**src/rtl/alls_pkg.sv**
```systemverilog
// Shared types and constants for the array linked list set.
package alls_pkg;

	localparam int MAX_HANDLES = 256;
	localparam int IDX_W       = $clog2(MAX_HANDLES);
	localparam int HDL_W       = 9;
	localparam int CAP_W       = 9;

	typedef logic [IDX_W-1:0]        idx_t;
	typedef logic signed [HDL_W-1:0] hdl_t;
	typedef logic [CAP_W-1:0]        cap_t;

	localparam hdl_t HDL_NONE  = '1;
	localparam cap_t CAP_RESET = cap_t'(256);
	localparam cap_t CAP_MAX   = cap_t'(MAX_HANDLES);

	typedef enum logic [1:0] {
		FUNC_ADD    = 2'd0,
		FUNC_REMOVE = 2'd1,
		FUNC_HEAD   = 2'd2,
		FUNC_NEXT   = 2'd3
	} func_t;

	typedef enum logic [2:0] {
		ST_IDLE,
		ST_WALK,
		ST_NEXT,
		ST_CLEAR,
		ST_RESP
	} state_t;

	// one access to the link table per cycle
	typedef struct packed {
		logic rd_en;
		idx_t rd_addr;
		logic wr_en;
		idx_t wr_addr;
		hdl_t wr_data;
	} mem_req_t;

endpackage

```
**src/rtl/alls_link_mem.sv**
```systemverilog
// Link table: synchronous memory with per-entry valid bits, empty entries read as none.
module alls_link_mem (
	input  logic            clk,
	input  logic            arst_n,
	input  alls_pkg::mem_req_t req,
	output alls_pkg::hdl_t  rd_data
);
	import alls_pkg::*;

	hdl_t                   mem [MAX_HANDLES];
	logic [MAX_HANDLES-1:0] vld_q;
	hdl_t                   rd_raw_q;
	logic                   rd_vld_q;

	always_ff @(posedge clk or negedge arst_n) begin
		if (!arst_n) begin
			vld_q    <= '0;
			rd_vld_q <= 1'b0;
		end else begin
			if (req.wr_en) begin
				vld_q[req.wr_addr] <= 1'b1;
			end
			if (req.rd_en) begin
				rd_vld_q <= vld_q[req.rd_addr];
			end
		end
	end

	always_ff @(posedge clk) begin
		if (req.wr_en) begin
			mem[req.wr_addr] <= req.wr_data;
		end
		if (req.rd_en) begin
			rd_raw_q <= mem[req.rd_addr];
		end
	end

	assign rd_data = rd_vld_q ? rd_raw_q : HDL_NONE;

endmodule

```
**src/rtl/alls_engine.sv**
```systemverilog
// Operation sequencer: head register, list walk and result register.
module alls_engine (
	input  logic            clk,
	input  logic            arst_n,
	input  alls_pkg::cap_t  eff_cap,
	input  logic            req_valid,
	output logic            req_stall,
	input  logic [1:0]      func,
	input  alls_pkg::hdl_t  handle,
	output logic            rsp_valid,
	input  logic            rsp_stall,
	output alls_pkg::hdl_t  value,
	output logic            found,
	output alls_pkg::mem_req_t mem_req,
	input  alls_pkg::hdl_t  rd_data
);
	import alls_pkg::*;

	state_t state_q, state_d;
	hdl_t   head_q;
	idx_t   h_q;
	hdl_t   cur_q;
	idx_t   prev_q;
	logic   prev_vld_q;
	cap_t   steps_q;
	hdl_t   res_value_q;
	logic   res_found_q;
	logic   res_mem_q;
	logic   out_valid_q;
	hdl_t   out_value_q;
	logic   out_found_q;

	logic   accept;
	logic   in_range;
	logic   out_free;
	logic   cur_hit;
	func_t  op;

	assign op        = func_t'(func);
	assign req_stall = (state_q != ST_IDLE);
	assign accept    = req_valid && !req_stall;
	assign in_range  = !handle[HDL_W-1] && (cap_t'(handle[IDX_W-1:0]) < eff_cap);
	assign out_free  = !out_valid_q || !rsp_stall;
	assign cur_hit   = (cur_q[IDX_W-1:0] == h_q);

	// The sequencer issues at most one table access per cycle and never reads an
	// entry in the cycle it writes it, so no forwarding is needed.
	always_comb begin
		state_d = state_q;
		mem_req = '0;
		unique case (state_q)
			ST_IDLE: begin
				if (accept) begin
					state_d = ST_RESP;
					unique case (op)
						FUNC_ADD: begin
							if (in_range) begin
								mem_req.wr_en   = 1'b1;
								mem_req.wr_addr = handle[IDX_W-1:0];
								mem_req.wr_data = head_q;
							end
						end
						FUNC_REMOVE: begin
							if (in_range) begin
								state_d = ST_WALK;
							end
						end
						FUNC_HEAD: begin
							state_d = ST_RESP;
						end
						FUNC_NEXT: begin
							if (in_range) begin
								mem_req.rd_en   = 1'b1;
								mem_req.rd_addr = handle[IDX_W-1:0];
							end
						end
						default: state_d = ST_RESP;
					endcase
				end
			end
			ST_WALK: begin
				// stop at the end of the list or once the capacity is spent
				if (steps_q >= eff_cap || cur_q[HDL_W-1]) begin
					state_d = ST_RESP;
				end else begin
					mem_req.rd_en   = 1'b1;
					mem_req.rd_addr = cur_q[IDX_W-1:0];
					state_d         = ST_NEXT;
				end
			end
			ST_NEXT: begin
				if (cur_hit) begin
					if (prev_vld_q) begin
						mem_req.wr_en   = 1'b1;
						mem_req.wr_addr = prev_q;
						mem_req.wr_data = rd_data;
					end
					state_d = ST_CLEAR;
				end else begin
					state_d = ST_WALK;
				end
			end
			ST_CLEAR: begin
				mem_req.wr_en   = 1'b1;
				mem_req.wr_addr = h_q;
				mem_req.wr_data = HDL_NONE;
				state_d         = ST_RESP;
			end
			ST_RESP: begin
				if (out_free) begin
					state_d = ST_IDLE;
				end
			end
			default: state_d = ST_IDLE;
		endcase
	end

	always_ff @(posedge clk or negedge arst_n) begin
		if (!arst_n) begin
			state_q     <= ST_IDLE;
			head_q      <= HDL_NONE;
			prev_vld_q  <= 1'b0;
			out_valid_q <= 1'b0;
		end else begin
			state_q <= state_d;
			if (accept) begin
				prev_vld_q <= 1'b0;
				if (op == FUNC_ADD && in_range) begin
					head_q <= handle;
				end
			end
			if (state_q == ST_NEXT) begin
				if (cur_hit) begin
					if (!prev_vld_q) begin
						head_q <= rd_data;
					end
				end else begin
					prev_vld_q <= 1'b1;
				end
			end
			if (state_q == ST_RESP && out_free) begin
				out_valid_q <= 1'b1;
			end else if (!rsp_stall) begin
				out_valid_q <= 1'b0;
			end
		end
	end

	always_ff @(posedge clk) begin
		if (accept) begin
			h_q         <= handle[IDX_W-1:0];
			cur_q       <= head_q;
			steps_q     <= '0;
			res_mem_q   <= (op == FUNC_NEXT) && in_range;
			res_found_q <= (op == FUNC_HEAD) || ((op == FUNC_ADD || op == FUNC_NEXT) && in_range);
			if (op == FUNC_HEAD) begin
				res_value_q <= head_q;
			end else if (op == FUNC_ADD && in_range) begin
				res_value_q <= handle;
			end else begin
				res_value_q <= HDL_NONE;
			end
		end
		if (state_q == ST_NEXT) begin
			if (cur_hit) begin
				res_found_q <= 1'b1;
			end else begin
				prev_q  <= cur_q[IDX_W-1:0];
				cur_q   <= rd_data;
				steps_q <= steps_q + cap_t'(1);
			end
		end
		if (state_q == ST_RESP && out_free) begin
			out_value_q <= res_mem_q ? rd_data : res_value_q;
			out_found_q <= res_found_q;
		end
	end

	assign rsp_valid = out_valid_q;
	assign value     = out_value_q;
	assign found     = out_found_q;

endmodule

```
**src/rtl/array_linked_list_set.sv**
```systemverilog
// Array linked list set: singly linked list of handles kept in a link table.
//
// Requests arrive on req_valid/req_stall with func and handle; results leave on
// rsp_valid/rsp_stall with value and found, one result per request, in order.
// func: add pushes a handle at the head, remove unlinks it, head returns the
// first handle, next returns a handle's successor.
// One request is in flight at a time; req_stall is low only while idle.
// Add, head, successor and out-of-range requests go from accept straight to the
// response state; a new request is taken only once the result register has loaded.
// Remove walks the list through the single link-table port, reading one link per
// node; on a hit it relinks the predecessor or the head, clears the node's link and
// responds. The walk stops at the end of the list or after capacity nodes.
// The result register holds while rsp_stall is high; the sequencer waits in
// its response state until the register is free, so no result is lost.
// Reset empties the list at once: the head goes to none and the link table's
// valid bits clear, so every link reads as none until written. No sweep.
// capacity_in_use sits at APB address 0 and resets to 256; the value used saturates at the
// table depth; write it only while the block is idle.
module array_linked_list_set (
	input  logic                 clk,
	input  logic                 arst_n,
	input  logic                 psel,
	input  logic                 penable,
	input  logic                 pwrite,
	input  logic [2:0]           paddr,
	input  logic [31:0]          pwdata,
	output logic [31:0]          prdata,
	output logic                 pready,
	input  logic                 req_valid,
	output logic                 req_stall,
	input  logic [1:0]           func,
	input  logic signed [8:0]    handle,
	output logic                 rsp_valid,
	input  logic                 rsp_stall,
	output logic signed [8:0]    value,
	output logic                 found
);
	import alls_pkg::*;

	cap_t     cap_q;
	cap_t     eff_cap;
	mem_req_t mem_req;
	hdl_t     rd_data;
	logic     cfg_wr;

	assign pready  = 1'b1;
	assign cfg_wr  = psel && penable && pwrite && !paddr[2];
	assign prdata  = paddr[2] ? 32'd0 : 32'(cap_q);
	assign eff_cap = (cap_q > CAP_MAX) ? CAP_MAX : cap_q;

	always_ff @(posedge clk or negedge arst_n) begin
		if (!arst_n) begin
			cap_q <= CAP_RESET;
		end else if (cfg_wr) begin
			cap_q <= pwdata[CAP_W-1:0];
		end
	end

	alls_engine u_engine (
		.clk       (clk),
		.arst_n    (arst_n),
		.eff_cap   (eff_cap),
		.req_valid (req_valid),
		.req_stall (req_stall),
		.func      (func),
		.handle    (handle),
		.rsp_valid (rsp_valid),
		.rsp_stall (rsp_stall),
		.value     (value),
		.found     (found),
		.mem_req   (mem_req),
		.rd_data   (rd_data)
	);

	alls_link_mem u_link_mem (
		.clk     (clk),
		.arst_n  (arst_n),
		.req     (mem_req),
		.rd_data (rd_data)
	);

	a_one_access: assert property (@(posedge clk) disable iff (!arst_n)
		mem_req.wr_en |-> !mem_req.rd_en)
		else $error("link table read and written in the same cycle");

	a_busy_after_accept: assert property (@(posedge clk) disable iff (!arst_n)
		(req_valid && !req_stall) |=> req_stall)
		else $error("request taken while the previous one is still in flight");

	a_result_from_busy: assert property (@(posedge clk) disable iff (!arst_n)
		$rose(rsp_valid) |-> $past(req_stall))
		else $error("result appeared without a request in flight");

endmodule

```
**config.mk**
```make
export PLATFORM = sky130hd
export DESIGN_NAME = array_linked_list_set
export DESIGN_NICKNAME = d
export VERILOG_FILES = /design/src/rtl/alls_pkg.sv /design/src/rtl/alls_link_mem.sv /design/src/rtl/alls_engine.sv /design/src/rtl/array_linked_list_set.sv
export SDC_FILE = /design/constraint.sdc
export NUM_CORES = 2
export LEC_CHECK = 0
export ABC_AREA = 1
export BUFFER_PORTS_ARGS = -buffer_cell sky130_fd_sc_hd__buf_4
export CAP_MARGIN = 40
export CELL_PAD_IN_SITES_DETAIL_PLACEMENT = 1
export CELL_PAD_IN_SITES_GLOBAL_PLACEMENT = 1
export CORE_MARGIN = 4
export CORE_UTILIZATION = 42
export CTS_BUF_LIST = sky130_fd_sc_hd__clkbuf_8
export CTS_CLUSTER_DIAMETER = 40
export DETAILED_ROUTE_END_ITERATION = 8
export HOLD_SLACK_MARGIN = 0.08
export PLACE_DENSITY_LB_ADDON = 0.15
export SYNTH_ARGS = -nofsm -noshare
export SYNTH_HDL_FRONTEND = slang
export SYNTH_HIERARCHICAL = 1
export SYNTH_SLANG_ARGS = --single-unit
```
**constraint.sdc**
```tcl
create_clock -name clk -period 6.4 [get_ports clk]
set_input_delay 0.32 -clock clk [delete_from_list [all_inputs] [get_ports clk]]
set_output_delay 0.32 -clock clk [all_outputs]
set_load 0.05 [all_outputs]
```
# Word level (Yosys, flattened, before mapping)
# Memory sizes are Yosys's and may differ from the RTL's. A register that Yosys moved wholly into a read port is not among the register bits.
# Cells that the tools add are included.
[totals] regBits=335 wordCells=109 n_memories=1 mem_bits_rw=2304
[mem_list] memory="u_link_mem.mem" words=256 word_bits=9 rd=1 rd_clocked_by_memory_dff=1 write_ports=1 line_no="alls_link_mem.sv:10" rtl="hdl_t mem [MAX_HANDLES];"
[classes] n_bitwise=2 addsub=1 n_lt_le_gt_ge=6 mux=48 eq_ne=11 n_reduce_logical=24
[op_table] op="$or A256 B256 Y256" count=1
[op_table] op="$mux W9" count=20
[op_table] op="$mux W18" count=4
[op_table] op="$pmux W18 S3" count=1
[op_table] op="$mux W27" count=1
[op_table] op="$lt A8 B9 Y1 const B" count=2
[op_table] op="$pmux W9 S2" count=1
[op_table] op="$mux W3" count=5
[op_table] op="$pmux W3 S5" count=1
[op_table] op="$mux W1" count=12
[op_table] op="$logic_and A1 B1 Y1" count=10
[op_table] op="$add A9 B1 Y9 const B" count=1
[op_table] op="$ge A9 B9 Y1" count=1
[op_table] op="$gt A9 B9 Y1 const B" count=1
[op_table] op="$lt A9 B9 Y1" count=1
[op_table] op="$bmux W1 S8" count=1
[op_table] op="$demux W1 S8" count=1
[op_table] op="$eq A8 B8 Y1" count=1
[op_table] op="$ge A8 B1 Y1 const B" count=1
[op_table] op="$eq A3 B2 Y1 const B" count=2
[op_table] op="$ne A2 B1 Y1 const B" count=3
[op_table] op="$logic_not A1 Y1" count=5
[op_table] op="$eq A2 B2 Y1 const B" count=2
[op_table] op="$logic_or A1 B1 Y1" count=4
[op_table] op="9 further kinds" count=10

# Depth between registers and ports, before layout
[depth] word_depth=13 depth_mapped=29

# By module
# Netlist, hierarchy kept.
[by_module_without_submodules] module="alls_link_mem" cells_per_inst=8536 instances=1 area_per_inst_um2=103116.4 seq_area_each_um2=75887.8
[by_module_without_submodules] module="alls_engine" cells_per_inst=512 instances=1 area_per_inst_um2=4057.6 seq_area_each_um2=1823.0
[by_module_without_submodules] module="array_linked_list_set" cells_per_inst=92 instances=1 area_per_inst_um2=710.7 seq_area_each_um2=226.5

# Worst setup path after synthesis
# Ideal clock, no wire load.
[synth_timing] path_kind="register to register" from="register cap_q[8]" to="memory u_link_mem/mem[0][3] (netlist name), data pin" arrival_ns=5.072 setup_time_ns=1.516 path_slack_ns=-0.188 stages_incl_launch_ff=15 path_cell_list="dfstp_2 -> inv_1 -> nor2_1 -> nor2_1 -> inv_1 -> ha_1 -> nand2_1 -> nor2_1 -> inv_1 -> a21oi_1 -> nor2_1 -> nand3_1 -> clkinv_1 -> nand2_1 -> nand3_1"
[synth_rtl] element="start, declared" line_no="array_linked_list_set.sv:40" rtl="cap_t cap_q;"
[synth_rtl] element="start signal, assigned" line_no="array_linked_list_set.sv:55" rtl="cap_q <= pwdata[CAP_W-1:0];"
[synth_rtl] element="end, declared" line_no="alls_link_mem.sv:10"

==> impl_metrics.env <==
export IMPL_min_period_ns=5.88
export IMPL_clock_latency_ns=1.03
export IMPL_grt_antenna_before_repair=14
export IMPL_stdcell_area_um2=124000
export IMPL_cts_hold_fix_buffers=61
export IMPL_fin_hold_ws_ns=0.164
export IMPL_p_leak_nw=44.3
export IMPL_peakVddDrop_mv=0.174
export IMPL_cts_buffers=472
export IMPL_drt_total_wl_um=350000
export IMPL_ys_ff_latch=2648
export IMPL_cp_data_arrival_time_ns=6.65
export IMPL_r2r_cells=25
export IMPL_grt_max_degree=188
export IMPL_viasPerCell=5.67
export IMPL_fmax_mhz=170
export IMPL_overflow=0
export IMPL_dr_pass1_iters=5
export IMPL_critPathKind="reg2reg"
export IMPL_setup_viol=0
export IMPL_maxCapViolations=0
export IMPL_min_from="handle[3]"
export IMPL_io_buffers=48
export IMPL_relSlewSlack_pct=24.5
export IMPL_drt_iter0_drc=7138
export IMPL_clock_sinks=2648
export IMPL_syn_to_final_growth_pct=15.3
export IMPL_vias=75700
export IMPL_r2r_start="cap_q[8]$_DFFE_PN1P_"
export IMPL_drtAntennaViolNets=0
export IMPL_synth_top_area_share_pct=65.4
export IMPL_power_density_nw_per_um2=301
export IMPL_finalWorstSetupSlack_ns=0.516
export IMPL_syn_inst=9140
export IMPL_rsz0062_at_grt="false"
export IMPL_grt_pass1_vias=78300
export IMPL_dieArea_um2=265000
export IMPL_tightest_slew_ns=1.13
export IMPL_power_mw=37.4
export IMPL_fin_cells=13400
export IMPL_wl_per_cell_um=26.2
export IMPL_layout_commonest_cell="edfxtp_1"
export IMPL_ios=98
export IMPL_dp_hpwl_um=208000
export IMPL_fill_cells=26700
export IMPL_rr_endpoint="u_link_mem/rd_raw_q[7]$_DFFE_PP_"
export IMPL_clkTransAtPathRegs_ns=0.06
export IMPL_grt_pass1_wl_um=517000
export IMPL_crit_path_end_kind="register"
export IMPL_final_layout_size_suffix_gt1_share_pct=14.9
export IMPL_h_tree_depth=5
export IMPL_initial_core_util_pct=42.3
export IMPL_fin_util_pct=48.8
export IMPL_slew_violations=0
export IMPL_worst_hold_path_endpoint="u_engine/h_q[3]$_DFFE_PP_"
export IMPL_hold_viol_final=0
export IMPL_layout_common_cells="edfxtp_1 (2349), nand2_1 (1524), nand3_1 (1347)"
export IMPL_worstPathMaxFanout=58
export IMPL_cts_root_buf="clkbuf_8"
export IMPL_startpoint_type="register"
export IMPL_ff_latch_area_um2=77900
export IMPL_yosysWarnings=6
export IMPL_route_detailed_drc=0
export IMPL_status="finished clean"
export IMPL_grt_usage_pct=25.9
export IMPL_fin_crit_sh_pct=91.9
export IMPL_multi_input_area_um2=26600
export IMPL_die_h_um=515
export IMPL_cts_tree="yes"
export IMPL_finalNetCount=9646
export IMPL_synth_area_um2=108000
export IMPL_worstPathRequired_ns=7.16
export IMPL_synth_area_top_cells="edfxtp_1 (65%), nand3_1 (6.3%), dfrtp_1 (6.3%)"
export IMPL_dpl_cell_count=12400
export IMPL_yosysTopAreaCell="edfxtp_1"
export IMPL_clock_skew_ns=0.0800
export IMPL_post_cts_setup_buffers=0
export IMPL_die_w_um=515
export IMPL_pre_cts_ws_ns=0.713
export IMPL_rrSetupSlack_ns=0.52
export IMPL_num_rows=185
export IMPL_postPlaceCellArea_um2=114000
export IMPL_avgSynthCellArea_um2=11.8
export IMPL_ys_types=41
export IMPL_synth_seq_area_share_pct=72.2
export IMPL_core_area_um2=255000
export IMPL_place_congestion=0.829
export IMPL_clk_path_buf_depth=4
export IMPL_hold_depth=2
export IMPL_hp_class="in2reg"
export IMPL_setup_tns_final_ns=0
export IMPL_cts_resized=0
flip-flops by register name, summed over array words and instances (netlist names), 3 cells and up:
signal                count
u_engine/res_value_q      9
u_engine/prev_q           8
u_engine/value            9
cap_q                     9
u_link_mem/rd_raw_q       9
u_engine/h_q              8
u_engine/cur_q            9
u_engine/steps_q          9
u_engine/head_q           9
u_engine/state_q          3
u_link_mem/vld_q        256
u_link_mem/mem         2304
worst max-delay path by stage:
| stage | from | to | slack [ns] | cells past startpoint |
|---|---|---|---|---|
| after floorplan | cap_q[8]$_DFFE_PN1P_ | u_link_mem/mem[0][1]$_DFFE_PP_ | -0.19 | 14 |
| after global placement | cap_q[8]$_DFFE_PN1P_ | u_link_mem/rd_raw_q[7]$_DFFE_PP_ | 0.73 | 25 |
| after detailed placement | cap_q[8]$_DFFE_PN1P_ | u_link_mem/rd_raw_q[7]$_DFFE_PP_ | 0.71 | 25 |
| after CTS | cap_q[8]$_DFFE_PN1P_ | u_link_mem/rd_raw_q[7]$_DFFE_PP_ | 0.70 | 25 |
| after global routing | cap_q[6]$_DFFE_PN0P_ | u_link_mem/rd_raw_q[6]$_DFFE_PP_ | 0.21 | 27 |
| final | cap_q[8]$_DFFE_PN1P_ | u_link_mem/rd_raw_q[7]$_DFFE_PP_ | 0.52 | 25 |
layer usage:
layer  track usage, %  vias up  wire length, um
met4             8.50        0            10700
met3             3.58      564            21600
li1                 -    33500                -
met1             35.9    39200           150000
met2             42.4     2473           168000
met5                0        -                0
synth_stat cells (all sizes together):
cell / n
a21oi: 61
a22oi: 1
a31oi: 1
buf: 291
clkbuf: 347
clkinv: 4
conb: 2
dfrtp: 270
dfstp: 10
dfxtp: 19
edfxtp: 2349
ha: 22
inv: 159
nand2: 1547
nand3: 1356
nand4: 11
nor2: 1159
nor3: 3
nor3b: 1
o211ai: 1
o21ai: 861
o22ai: 396
o31ai: 1
or2: 256
xnor2: 2
xor2: 10
final cells by class:
class,count,area share (%)
diodes,8,0.0161
clock buffers,535,5.92
clock inverters,349,1.73
inverters,163,0.517
multi-input cells,5713,21.4
flip-flops and latches,2648,62.7
well taps,3366,3.39
repair buffers,573,4.36
critical path, cell delays in order, from the launching register on:
cell     delay [ns]
dfstp_2        0.53
inv_1          0.07
nor2_1         0.38
nor2_1         0.09
inv_1          0.14
ha_1           0.24
nand2_1        0.09
inv_1          0.05
a21oi_1        0.16
nand2_1        0.15
nor3b_2        0.18
buf_4          0.18
nand2_1        0.11
o21ai_4        0.55
inv_8          0.37
buf_4          0.44
o21ai_0        0.19
o22ai_1        0.09
nand2_1        0.10
nand3_1        0.20
nand3_1        0.23
nand3_1        0.32
nand3_1        0.18
nand2_1        0.21
nand2_1        0.11
nand2_1        0.07
power by group:
| group | total (mW) | internal [mW] | switching, mW |
|---|---|---|---|
| sequential | 19.0 | 18.9 | 0.116 |
| clock | 15.7 | 8.61 | 7.13 |
| combinational | 2.68 | 0.683 | 2.00 |
logic make-up after synthesis:
kind of cell	synth area share, %
flip-flops	72.2
AND/OR/NAND/NOR	17.4
buffers and inverters	3.37
adder cells (fa/ha/maj)	0.255
XOR/XNOR	0.0974
other	0.00696
AO/OA/AOI/OAI	6.63
(Power assumes the default switching activity.)
